===== src/hdl/tcw_pkg.sv =====
// shared types, codes and constants of the text console writer
`default_nettype none

package tcw_pkg;

    localparam int ROWS_DEF        = 25;
    localparam int COLS_DEF        = 80;
    localparam int QUEUE_DEPTH_DEF = 4;

    localparam logic [7:0]  ATTR_RESET = 8'h07;
    localparam logic [15:0] BLANK_CELL = 16'h0720;

    localparam logic [7:0] CH_CR  = 8'd13;
    localparam logic [7:0] CH_LF  = 8'd10;
    localparam logic [7:0] CH_BS  = 8'd8;
    localparam logic [7:0] CH_BEL = 8'd7;
    localparam logic [7:0] CH_FF  = 8'd12;

    localparam logic CMD_WRITE = 1'b0;
    localparam logic CMD_READ  = 1'b1;

    typedef struct packed {
        logic        command;
        logic [7:0]  char_code;
        logic [10:0] read_index;
    } t_in_beat;

    typedef struct packed {
        logic [10:0] cursor_pos;
        logic        bell;
        logic [7:0]  cell_char;
        logic [7:0]  cell_attr;
    } t_out_beat;

    typedef enum logic [2:0] {
        OP_READ,
        OP_CR,
        OP_LF,
        OP_BS,
        OP_BEL,
        OP_FF,
        OP_PRINT
    } t_op;

    typedef struct packed {
        t_op         op;
        logic [7:0]  char_code;
        logic [10:0] read_index;
    } t_cmd;

    typedef enum logic [2:0] {
        ST_INIT,
        ST_IDLE,
        ST_READ,
        ST_SCROLL,
        ST_SCROLL_END,
        ST_CLEAR
    } t_state;

endpackage

`default_nettype wire


===== src/hdl/tcw_front.sv =====
// input stage: accepts beats and classifies them into console operations
`default_nettype none

module tcw_front (
    input  wire logic             i_clk,
    input  wire logic             i_rst_n,
    input  wire logic             i_in_valid,
    output logic                  o_in_ready,
    input  wire tcw_pkg::t_in_beat i_in_data,
    output logic                  o_cmd_valid,
    input  wire logic             i_cmd_ready,
    output tcw_pkg::t_cmd         o_cmd
);
    import tcw_pkg::*;

    logic r_valid;
    t_cmd r_cmd;
    t_cmd n_cmd;

    always_comb begin
        n_cmd.char_code  = i_in_data.char_code;
        n_cmd.read_index = i_in_data.read_index;
        if (i_in_data.command == CMD_READ) begin
            n_cmd.op = OP_READ;
        end else begin
            case (i_in_data.char_code)
                CH_CR:   n_cmd.op = OP_CR;
                CH_LF:   n_cmd.op = OP_LF;
                CH_BS:   n_cmd.op = OP_BS;
                CH_BEL:  n_cmd.op = OP_BEL;
                CH_FF:   n_cmd.op = OP_FF;
                default: n_cmd.op = OP_PRINT;
            endcase
        end
    end

    assign o_in_ready  = !r_valid || i_cmd_ready;
    assign o_cmd_valid = r_valid;
    assign o_cmd       = r_cmd;

    always_ff @(posedge i_clk) begin
        if (!i_rst_n) begin
            r_valid <= 1'b0;
        end else if (o_in_ready) begin
            r_valid <= i_in_valid;
        end
    end

    always_ff @(posedge i_clk) begin
        if (o_in_ready && i_in_valid) begin
            r_cmd <= n_cmd;
        end
    end

endmodule

`default_nettype wire


===== config.mk =====
export PLATFORM = sky130hd
export DESIGN_NAME = tcw_front
export DESIGN_NICKNAME = d
export VERILOG_FILES = /design/src/hdl/tcw_pkg.sv /design/src/hdl/tcw_front.sv
export SDC_FILE = /design/constraint.sdc
export NUM_CORES = 1
export LEC_CHECK = 0
export BUFFER_PORTS_ARGS = -buffer_cell sky130_fd_sc_hd__buf_2
export CORE_UTILIZATION = 41
export CTS_CLUSTER_SIZE = 12
export DETAILED_ROUTE_END_ITERATION = 7
export GPL_ROUTABILITY_DRIVEN = 0
export PLACE_DENSITY = 0.84
export SYNTH_ARGS = -nofsm -noshare
export SYNTH_HDL_FRONTEND = slang
export SYNTH_SLANG_ARGS = --single-unit

===== constraint.sdc =====
create_clock -name i_clk -period 1.85 [get_ports i_clk]
set_clock_uncertainty 0.2 [all_clocks]
set_input_delay 0.185 -clock i_clk [delete_from_list [all_inputs] [get_ports i_clk]]
set_output_delay 0.185 -clock i_clk [all_outputs]
set_load 0.01 [all_outputs]

Word level (Yosys, flattened, before mapping)
Cells that the tools add are included.
{ "word_totals": {"ff_bits": 23, "input_bits": 24, "out_inout_bits": 24, "word_cells": 13} }
{ "op_classes": {"eq_ne": 5, "mux": 1, "n_reduce_logical": 3} }
{ "ops": {"columns": ["op", "n"], "rows": [
  ["$eq 8x4->1 const B", 4],
  ["$pmux 3 s5", 1],
  ["$eq 8x3->1 const B", 1],
  ["$logic_and 1x1->1", 1],
  ["$logic_not 1->1", 1],
  ["$logic_or 1x1->1", 1]
]} }

Logic depth before layout (Yosys ltp)
{ "logic_depth": {"depth_word": 3, "mapped_depth": 3, "depth_no_buf": 3} }

Worst setup path after synthesis
Ideal clock, no wire load.
{ "synth_path": {"kind": "reg-to-reg", "startpoint": "register r_valid, in the netlist o_cmd_valid", "endpoint": "register r_cmd, in the netlist o_cmd[0] (enable)", "setup_ns": 0.381, "arrival_ns": 1.082, "setup_slack_ns": 0.187, "stages_incl_launch_ff": 3, "path_buffers": 0, "synth_period_minus_slack_ns": 1.663, "cell_sequence": "dfxtp_1 nand2b_1 and2_1"} }
{ "synth_between": {"elab_chain_cells": 3} }
{ "synth_lines": {"columns": ["element", "line", "source"], "rows": [
  ["from (decl)", "tcw_front.sv:16", "logic r_valid;"],
  ["from (signal assigned)", "tcw_front.sv:45", "r_valid <= i_in_valid;"],
  ["$logic_not 1->1", "tcw_front.sv:37", "assign o_in_ready = !r_valid || i_cmd_ready;"],
  ["$logic_or 1x1->1", "tcw_front.sv:37", null],
  ["named net o_in_ready", "tcw_front.sv:8", "output logic o_in_ready,"],
  ["$logic_and 1x1->1", "tcw_front.sv:50", "if (o_in_ready && i_in_valid) begin"],
  ["to (signal assigned)", "tcw_front.sv:51", "r_cmd <= n_cmd;"],
  ["to (decl)", "tcw_front.sv:17", "t_cmd r_cmd;"]
]} }
The timed path passes the listed nets, and every way through them passes these cells.
A chain may end at the register's enable or synchronous reset.

Final worst setup path
{ "layout_path": {"startpoint": "input port i_in_data[15] (netlist bit)", "endpoint": "register r_cmd, in the netlist o_cmd[19] (data pin)"} }
{ "layout_between": {"elab_chain_cells": 2, "elab_cells_between_ends": 6, "classes_between": "eq/ne (5); mux (1)"} }
{ "layout_lines": {"columns": ["element", "line", "source"], "rows": [
  ["from (decl)", "tcw_front.sv:9", "input wire tcw_pkg::t_in_beat i_in_data,"],
  ["$eq 8x4->1 / $eq 8x3->1 (equally long branches)", "tcw_front.sv:26", "case (i_in_data.char_code)"],
  ["$pmux 3 s5 *", "tcw_front.sv:26", null]
]} }
Every way passes the cells marked *; elsewhere a longest branch is shown, timed or not.

==> metrics.md <==
| Metric | Value |
|---|---|
| First-pass DRT Iterations | 3 |
| Post-synth top cells | 22 x edfxtp_1, 2 x a31oi_1, 2 x o21ai_0 |
| CTS tree | built |
| Post-route design area | between 1000 and 1500 µm² |
| Post-CTS setup buffer count | 0 |
| Fraction of layout cells with a size suffix above 1 | between 40% and 50% |
| Synth area leader | edfxtp_1 |
| Post-Syn Nets | 61 |
| Total core area | 1780 µm² |
| Tcrit/Tclk final | between 70% and 80% |
| Max_cap viols | 0 |
| Top-count cell post-synth | edfxtp_1 |
| CP Capture Point | o_cmd[19]$_SDFFCE_PP0P_ |
| Asr flop ratio synth | 0% |
| DIE AREA | 2120 µm² |
| Setup TNS | 0 ps |
| Mapped Area | between 700 and 800 µm² |
| Final Core Density | 74.0% |
| Io pins | 48 |
| Post-synth EDFFs | 22 |
| Placed insts | between 100 and 150 |
| Placed Instance Area | between 1000 and 1500 µm² |
| Vias in the first global route | between 500 and 600 |
| H-Tree Depth | 1 |
| Worst R2R End | o_cmd_valid$_SDFFE_PN0N_ |
| Hold WS | roughly 390 ps |
| Synth-to-layout area growth | 65.5% |
| Clk sinks | 23 |
| Dominant synthesized flop cell | edfxtp_1 |
| Worst vdd ir | between 0.0004 and 0.0005 V |
| Yosys warnings | 0 |
| Critical path class | input pin to register |
| Number of inserted diodes | 0 |
| Mapped Cells | 37 |
| Worst R2R Setup Slack | approximately 500 ps |
| Finished Layout Cells | approximately 140 |
| Setup violators final | 0 |
| Critical path arrival | 1410 ps |
| Leakage power total | 0.555 nW |
| Worst Tran Pin Value | 268 ps |
| Startpoint type of the worst setup path | input pin |
| Worst r2r src | o_cmd_valid$_SDFFE_PN0N_ |
| Global-route wire length before repair | about 2.5 mm |
| Iter 0 DRT Violations | 3 |
| Drt total wl | ~1.7 mm |
| Slew Limit Headroom | around 82% |
| Clock transition at path regs | 120 ps |
| Total CTS buffers | 3 |
| Initial antenna violation count | 0 |
| Crit end category | register |
| Die height | ~46 µm |
| Share of the synthesized area in the top cell type | 82.9% |
| Pwr/cell area | between 700 and 800 nW/µm² |
| Seq/Total Area, Yosys | about 85% |
| ANT nets after route | 0 |
| Gr usage total | roughly 18% |
| Initial core utilization | approximately 45% |
| Vias | approximately 600 |
| Cell variety after synth | 14 |
| FP Rows | 15 |
| F_max | between 600 and 700 MHz |
| Fill cells | about 120 |
| Hold Path Stages | 2 |
| Max-slew violations | 0 |
| Final min period | about 1500 ps |
| Clock root cell | clkbuf_4 |
| Largest net degree at the start of global routing | 23 |
| Syn avg cell area | 21.5 µm² |
| Final hold vios | 0 |
| Status | finished, final reports clean |
| CTS max path bufs | 2 |
| Worst skew pair latency | roughly 300 ps |
| GR Overflow Total | 0 |
| Crit path launch | i_in_data[15] |
| DRC violations left | 0 |
| Crit Path Max Fanout | 3 |
| Worst path required time | 1790 ps |
| RSZ-0062 raised after global routing | no |
| Post-CTS resize count | 0 |
| Synth Register Bits | 23 |
| Post-DR wirelength/cell | roughly 13 µm |
| R2R depth | 3 |
| Final net count | about 140 |
| Buffers on Ports | 47 |
| Drt via density | ~4.5 |
| Synth area leaders | edfxtp_1 83%, nor4b_4 3.0%, nor4_4 2.7% |
| Chip width | ~46 µm |
| HP Class | input pin to register |
==> report_power, final <==
| group | total (W) | switching, W | internal (W) |
|---|---|---|---|
| clock | 0.000217 | 0.000137 | 0.0000806 |
| sequential | 0.000613 | 0.00000808 | 0.000605 |
| combinational | 0.000140 | 0.0000637 | 0.0000759 |
| total | 0.000970 | 0.000209 | 0.000762 |
==> worst max-delay path, stage by stage <==
cell and delay, ps:
dlygate4sd3_1 540, buf_2 150, nor4_4 310, nor4b_4 230
==> routing by layer <==
layer / GRT usage, % / vias to the layer above / wire, µm
li1: - / 293 / -
met1: 16.4 / 264 / 569
met2: 32.1 / 42 / 874
met3: 5.88 / 8 / 189
met4: 13.5 / 0 / 80
met5: 0 / - / 0
==> timing repair <==
item	in CTS	in global routing
hold endpoints to repair	20	2
hold buffers	21	1
setup endpoints to repair	0	0
==> final cells by class <==
cell class                 count  area, µm²  area share, %
multi-input combinational     13        113           8.54
tap                           25       31.3           2.37
clock buffer                   3       22.5           1.71
timing repair buffer          70        463           35.1
clock inverter                 1       5.00          0.380
inverter                       1       3.75          0.285
sequential                    23        681           51.6
==> cells in the final DEF, fill, tap and decap left out, drive strengths merged, types with 2 or more instances in the layout <==
cell / n
edfxtp: 22
dlygate4sd3: 22
clkbuf: 3
a31oi: 2
buf: 48
o21ai: 2
==> worst min path at each step <==
stage	from	endpoint	slack (ps)
2_1_floorplan	i_in_data[0]	o_cmd[0]$_DFFE_PP_	80
3_3_place_gp	i_in_data[6]	o_cmd[6]$_DFFE_PP_	160
3_5_place_dp	i_in_data[7]	o_cmd[7]$_DFFE_PP_	160
4_1_cts	i_in_data[19]	o_cmd[20]$_SDFFCE_PP0P_	5
5_1_grt	i_in_data[5]	o_cmd[5]$_DFFE_PP_	390
6_report	i_in_data[1]	o_cmd[1]$_DFFE_PP_	390
==> per-stage QoR <==
stage / setup WS [ps] / total power (W)
after floorplan: 187 / 0.000663
after global placement: 564 / 0.000723
after detailed placement: 535 / 0.000728
after CTS: 374 / 0.000975
after global routing: 329 / 0.00102
final: 384 / 0.000970
==> sequential cells by signal, indices dropped and copies added (netlist names) <==
name,cells
o_cmd,22
o_cmd_valid,1
==> cells by family after synthesis <==
| logic type | Yosys count | share of synthesized area, % |
|---|---|---|
| flip-flops | 23 | 85.4 |
| buffers and inverters | 1 | 0.471 |
| AND/OR/NAND/NOR | 8 | 10.4 |
| AO/OA/AOI/OAI | 5 | 3.77 |
(Power assumes the default switching activity.)
