===== src/hdl/tcw_pkg.sv =====
// shared types, codes and constants of the text console writer
`default_nettype none

package tcw_pkg;

    localparam int ROWS_DEF        = 25;
    localparam int COLS_DEF        = 80;
    localparam int QUEUE_DEPTH_DEF = 4;

    localparam logic [7:0]  ATTR_RESET = 8'h07;
    localparam logic [15:0] BLANK_CELL = 16'h0720;

    localparam logic [7:0] CH_CR  = 8'd13;
    localparam logic [7:0] CH_LF  = 8'd10;
    localparam logic [7:0] CH_BS  = 8'd8;
    localparam logic [7:0] CH_BEL = 8'd7;
    localparam logic [7:0] CH_FF  = 8'd12;

    localparam logic CMD_WRITE = 1'b0;
    localparam logic CMD_READ  = 1'b1;

    typedef struct packed {
        logic        command;
        logic [7:0]  char_code;
        logic [10:0] read_index;
    } t_in_beat;

    typedef struct packed {
        logic [10:0] cursor_pos;
        logic        bell;
        logic [7:0]  cell_char;
        logic [7:0]  cell_attr;
    } t_out_beat;

    typedef enum logic [2:0] {
        OP_READ,
        OP_CR,
        OP_LF,
        OP_BS,
        OP_BEL,
        OP_FF,
        OP_PRINT
    } t_op;

    typedef struct packed {
        t_op         op;
        logic [7:0]  char_code;
        logic [10:0] read_index;
    } t_cmd;

    typedef enum logic [2:0] {
        ST_INIT,
        ST_IDLE,
        ST_READ,
        ST_SCROLL,
        ST_SCROLL_END,
        ST_CLEAR
    } t_state;

endpackage

`default_nettype wire


===== src/hdl/tcw_fifo.sv =====
// short command queue between the front and the back
`default_nettype none

module tcw_fifo #(
    parameter int DEPTH = tcw_pkg::QUEUE_DEPTH_DEF
) (
    input  wire logic             i_clk,
    input  wire logic             i_rst_n,
    input  wire logic             i_push_valid,
    output logic                  o_push_ready,
    input  wire tcw_pkg::t_cmd    i_push_data,
    output logic                  o_pop_valid,
    input  wire logic             i_pop_ready,
    output tcw_pkg::t_cmd         o_pop_data
);
    import tcw_pkg::*;

    localparam int PTR_W = (DEPTH > 1) ? $clog2(DEPTH) : 1;
    localparam int CNT_W = $clog2(DEPTH + 1);

    t_cmd             r_mem [DEPTH];
    logic [PTR_W-1:0] r_wr_ptr;
    logic [PTR_W-1:0] r_rd_ptr;
    logic [CNT_W-1:0] r_count;
    logic             push;
    logic             pop;

    assign o_push_ready = (r_count != CNT_W'(DEPTH));
    assign o_pop_valid  = (r_count != '0);
    assign o_pop_data   = r_mem[r_rd_ptr];
    assign push         = i_push_valid && o_push_ready;
    assign pop          = o_pop_valid && i_pop_ready;

    always_ff @(posedge i_clk) begin
        if (!i_rst_n) begin
            r_wr_ptr <= '0;
            r_rd_ptr <= '0;
            r_count  <= '0;
        end else begin
            if (push) begin
                r_wr_ptr <= (r_wr_ptr == PTR_W'(DEPTH - 1)) ? '0 : r_wr_ptr + PTR_W'(1);
            end
            if (pop) begin
                r_rd_ptr <= (r_rd_ptr == PTR_W'(DEPTH - 1)) ? '0 : r_rd_ptr + PTR_W'(1);
            end
            if (push && !pop) begin
                r_count <= r_count + CNT_W'(1);
            end else if (pop && !push) begin
                r_count <= r_count - CNT_W'(1);
            end
        end
    end

    always_ff @(posedge i_clk) begin
        if (push) begin
            r_mem[r_wr_ptr] <= i_push_data;
        end
    end

endmodule

`default_nettype wire


===== config.mk =====
export PLATFORM = sky130hd
export DESIGN_NAME = tcw_fifo
export DESIGN_NICKNAME = d
export VERILOG_FILES = /design/src/hdl/tcw_pkg.sv /design/src/hdl/tcw_fifo.sv
export SDC_FILE = /design/constraint.sdc
export NUM_CORES = 1
export LEC_CHECK = 0
export BUFFER_PORTS_ARGS = -buffer_cell sky130_fd_sc_hd__buf_2
export CAP_MARGIN = 30
export CORE_ASPECT_RATIO = 0.75
export CORE_UTILIZATION = 45
export DETAILED_ROUTE_END_ITERATION = 8
export GPL_ROUTABILITY_DRIVEN = 1
export PLACE_DENSITY_LB_ADDON = 0.2
export SETUP_SLACK_MARGIN = 0.02
export SYNTH_ARGS = -nofsm -noshare
export SYNTH_HDL_FRONTEND = slang
export SYNTH_SLANG_ARGS = --single-unit

===== constraint.sdc =====
create_clock -name i_clk -period 2.2 [get_ports i_clk]
set_clock_uncertainty 0.2 [all_clocks]
set_input_delay 0.44 -clock i_clk [delete_from_list [all_inputs] [get_ports i_clk]]
set_output_delay 0.44 -clock i_clk [all_outputs]
set_load 0.02 [all_outputs]

; Word level (Yosys, flattened, before mapping)
; Memories as Yosys holds them, arrays and structs flattened. A register that Yosys moved wholly into a read port is not among the register bits.
; Cells that the tools add are included.
; W data, S select, Z words.
[word_totals]
regBits = 7
ram_bits = 88
out_inout_bits = 24
memories = 1
[memory_table]
columns = memory, words, word_bits, read_ports, rd_ports_with_merged_regs, write_ports, line
row1 = r_mem, 4, 22, 1, 1, 1, tcw_fifo.sv:21  ; t_cmd r_mem [DEPTH];
[classes]
addsub = 4
eq_ne = 3
muxes = 8
reduce_logical = 8
[op_table]
columns = op, n
row1 = $mux W2, 4
row2 = $mux W3, 2
row3 = $add A2 B1 Y2 const B, 2
row4 = $eq A2 B2 Y1 const B, 2
row5 = $logic_and A1 B1 Y1, 4
row6 = $add A3 B1 Y3 const B, 1
row7 = $ne A3 B3 Y1 const B, 1
row8 = $reduce_bool A3 Y1, 1
row9 = $sub A3 B1 Y3 const B, 1
row10 = $logic_not A1 Y1, 2
row11 = $mux W1, 2
row12 = $reduce_bool A2 Y1, 1

; Depth between registers and ports, before layout
[depth]
depth_word = 6
ltp_mapped = 9

; Least setup slack after synthesis
; No wires, ideal clock.
[synth_path]
kind = reg2reg
start = reg r_count[0]
end = reg r_count[2]
setup_time_ns = 0.076
arrival_ns = 2.155
t_required_ns = 1.924
path_slack_ns = -0.231
path_stages_with_launch = 10
path_buffers = 1
period_less_slack_ns = 2.431
cell_sequence = dfxtp_1 -> or3b_1 -> clkbuf_2 -> and2_4 -> ha_1 -> inv_1 -> fa_1 -> xor2_1 -> or3_2 -> a21boi_0
[synth_between]
elab_chain_cells = 5
word_cells_on_any_way = 13
classes_between = 2 x add/sub / 1 x eq/ne / 2 x mux / 8 x reduce/logical
[synth_rtl]
columns = item, line
row1 = from (decl), tcw_fifo.sv:24  ; logic [CNT_W-1:0] r_count;
row2 = from (signal assigned), tcw_fifo.sv:47  ; r_count <= r_count + CNT_W'(1);
row3 = from (signal assigned), tcw_fifo.sv:49  ; r_count <= r_count - CNT_W'(1);
row4 = $ne A3 B3 Y1 *, tcw_fifo.sv:28  ; assign o_push_ready = (r_count != CNT_W'(DEPTH));
row5 = named net o_push_ready, tcw_fifo.sv:10  ; output logic o_push_ready,
row6 = $logic_and A1 B1 Y1 *, tcw_fifo.sv:31  ; assign push = i_push_valid && o_push_ready;
row7 = named net push, tcw_fifo.sv:25  ; logic push;
row8 = $logic_not A1 Y1, tcw_fifo.sv:48  ; end else if (pop && !push) begin
row9 = $logic_and A1 B1 Y1, tcw_fifo.sv:48
row10 = $reduce_bool A2 Y1 (no source line), n/a
; Mark *: on every way through the listed nets, which the timed path passes. The rest lies on a longest branch. The select of a mux whose other input is x is not followed.
; A chain may end at the register's enable or synchronous reset.

==> results_dict.tcl <==
set metrics [dict create \
    synth-simple-area-share 0.03226 \
    rsz0062_at_grt "yes" \
    pwr_density_cell_nw_per_um2 1132 \
    start_util 0.4625 \
    placed_cells 318 \
    syn_inst 165 \
    post-route-util 0.5648 \
    whs_ns 0.09985 \
    cp_cell_sequence "buf_12 -> mux4_2 -> buf_2" \
    ys_types 26 \
    met2_length_um 2907 \
    synth_mux_area_frac 0.1414 \
    diodes 0 \
    chipHeight_um 79.96 \
    final_common_cell "edfxtp_1" \
    fin_crit_sh 1.013 \
    slowest_stage "mux4_2" \
    final_cell_mix "edfxtp_1 (88), buf_2 (29), mux4_2 (22)" \
    coreArea_um2 7883 \
    switching_share 0.2957 \
    boundaryPins 50 \
    total_power_uw 5039 \
    stdcell_count 337 \
    finalSetupViolCount 14 \
    intPower_uw 3549 \
    wirelength_um 5914 \
    dieArea_um2 8470 \
    row_count 28 \
    synth_top_family_by_area "multiplexers" \
    dieWidth_um 105.9 \
    maxCapViolCount 0 \
    grt_pass1_wl_um 9149 \
    slew_headroom 0.5875 \
    ys_ff_latch 97 \
    synth-seq-area-share 0.7742 \
    vdd_drop_max_mv 0.7595 \
    fmax_mhz 448.7 \
    crit_type "flip-flop to output port" \
    worst_setup_path_end_kind "output port" \
    status "finished with violations" \
    antenna_found_initial 0 \
    grt_max_degree 23 \
    synth-edff-count 88 \
    syn-mean-instance-area_um2 22.10 \
    nets 260 \
    worst-path-buf-inv 2 \
    htreeDepth 3 \
    wl_per_cell_um 17.55 \
    grt.overflow.total 0 \
    syn_nets 198 \
    clk-insertion-delay-late_ns 0.35 \
    finish.instance_area_um2 4452 \
    required_ns 1.56 \
    routabilityCongestion 0.6791 \
    cts_tree "done" \
    cts_hold_buf 0 \
    pwr-share-clk 0.200 \
    path_max_fanout 7 \
    antenna_left 0 \
    crit_arrival_ns 1.59 \
    ys_warn_count 0 \
    tightest_slew_ns 0.6187 \
    synth_area_um2 3646 \
    ys.flop_type "edfxtp_1" \
    hold_path.class "input pin to flip-flop" \
    pwr-share-comb 0.329 \
    layout_min_cycle_time_ns 2.228 \
    path_delay_family "multiplexers" \
    cts.sinks 97 \
    p_sw_uw 1490 \
    hpwl_um 3577 \
    drive_gt1_frac 0.4698 \
    synthArstFlopShare 0 \
    dpl_cell_area_um2 4085 \
    critPathLaunchType "flip-flop" \
    max_stage_delay_ns 0.51 \
    finalHoldViolCount 0 \
    wl_met1_um 2745 \
    cts_buffer_depth 2 \
    area_delta_synth_final_pct 22.10 \
    synth_xor_area_frac 0.004804 \
    violations "negative setup slack" \
    drt_iter0_drc 52 \
    setup_ws_ns -0.02845 \
    clock_tree.root_cell "clkbuf_8" \
    synthAdderAreaFrac 0.02608 \
    topRoutingLayerUsed "met4" \
    power.leakage_uw 0.001514 \
    first_pass_iters 4 \
    vias 1718 \
    wl_met3_um 200 \
    maxSlewViolCount 0 \
    io_buffers 49 \
    grt_pass1_vias 1712 \
    path_clk_slew_ns 0.09 \
    seqPwrFrac 0.471 \
    numCtsBuffers 9 \
    grt_use_total 0.1517 \
    num-fill-cells 614 \
    via_per_inst 5.098 \
    drc_errors 0 \
    synth_compound_area_frac 0.009609 \
]
kinds of logic after synthesis:
| kind of cell | count (synthesis) |
|---|---|
| DFF | 97 |
| muxes | 24 |
| and+or+nand+nor | 20 |
| buffers and inverters | 9 |
| adders and majority gates | 7 |
| AOI/OAI and AO/OA | 6 |
| xor gates and xnor gates | 2 |
per-stage QoR:
stage / setup slack [ns] / TNS [ns]
2_1_floorplan: 0.01358 / 0
3_3_place_gp: 0.08273 / 0
3_5_place_dp: 0.05012 / 0
4_1_cts: -0.07154 / -0.7663
5_1_grt: -0.09857 / -1.665
6_report: -0.02845 / -0.2286
area by class of cell:
| type | instances | area (µm²) | area share |
|---|---|---|---|
| sequential | 97 | 2838 | 0.6374 |
| tap | 105 | 131.4 | 0.02951 |
| inverter | 3 | 11.26 | 0.002530 |
| clock buffer | 9 | 123.9 | 0.02782 |
| clock inverter | 7 | 45.04 | 0.01012 |
| timing repair buffer | 57 | 485.5 | 0.1091 |
| multi-input combinational | 59 | 817.0 | 0.1835 |
power by group through the flow:
stage / Combinational, µW / Clock (µW) / Sequential (µW)
global route: 1780 / 1110 / 2410
CTS: 1480 / 1040 / 2360
finish: 1660 / 1010 / 2380
global placement: 1370 / 0 / 2390
detailed placement: 1390 / 0 / 2400
floorplan: 989 / 0 / 2370
worst register-to-register path, delay by kind of cell, from the launching register on:
family | cells | cell delay, ns
compound gates | 1 | 0.11
xor+xnor | 1 | 0.07
fa+ha+maj | 2 | 0.35
buf+inv | 1 | 0.05
flops | 1 | 0.37
simple gates | 3 | 0.88
synth_stat cells, types with 2 or more instances:
| master | count | area (µm²) |
|---|---|---|
| dfxtp_1 | 9 | 180.2 |
| edfxtp_1 | 88 | 2643 |
| mux2i_1 | 2 | 20.02 |
| nand2_1 | 5 | 18.77 |
| mux4_2 | 22 | 495.5 |
| nand3_1 | 2 | 10.01 |
| o21ai_0 | 4 | 20.02 |
| or3_2 | 2 | 15.01 |
| nor2_1 | 2 | 7.510 |
| ha_1 | 6 | 75.07 |
| and3_2 | 4 | 30.03 |
| buf_4 | 2 | 15.01 |
| buf_1 | 2 | 7.510 |
| inv_1 | 3 | 11.26 |
flip-flops by register name, indices dropped and copies added, names as in the netlist, named ones only:
signal and cells:
r_wr_ptr 2, r_rd_ptr 2, r_mem 88, r_count 3
layer usage:
metal  global-route usage  up-vias
met1               0.2031      870
met3              0.05469        6
met4              0.05417        0
li1                     -      803
met5                    0        -
met2               0.2301       39
worst paths after layout:
path | from | end | slack, ns | depth (start not counted)
worst min-delay path | i_push_data[20] | r_mem[0][20]$_DFFE_PP_ | 0.1 | 1
worst max-delay path | flip-flop | o_pop_data[6] | -0.03 | 3
worst max register to register | r_count[0]$_SDFFE_PN0P_ | r_count[2]$_SDFFE_PN0P_ | 0.10 | 8
worst min register to register | r_wr_ptr[1]$_SDFFE_PN0P_ | r_wr_ptr[1]$_SDFFE_PN0P_ | 0.31 | 2
timing repair:
item                       in CTS  in global routing
gates cloned                    0                  1
setup endpoints to repair      22                 23
setup buffers                   0                  2
resized for setup              18                 30
pin swaps                       0                  0
(Power assumes the default switching activity.)
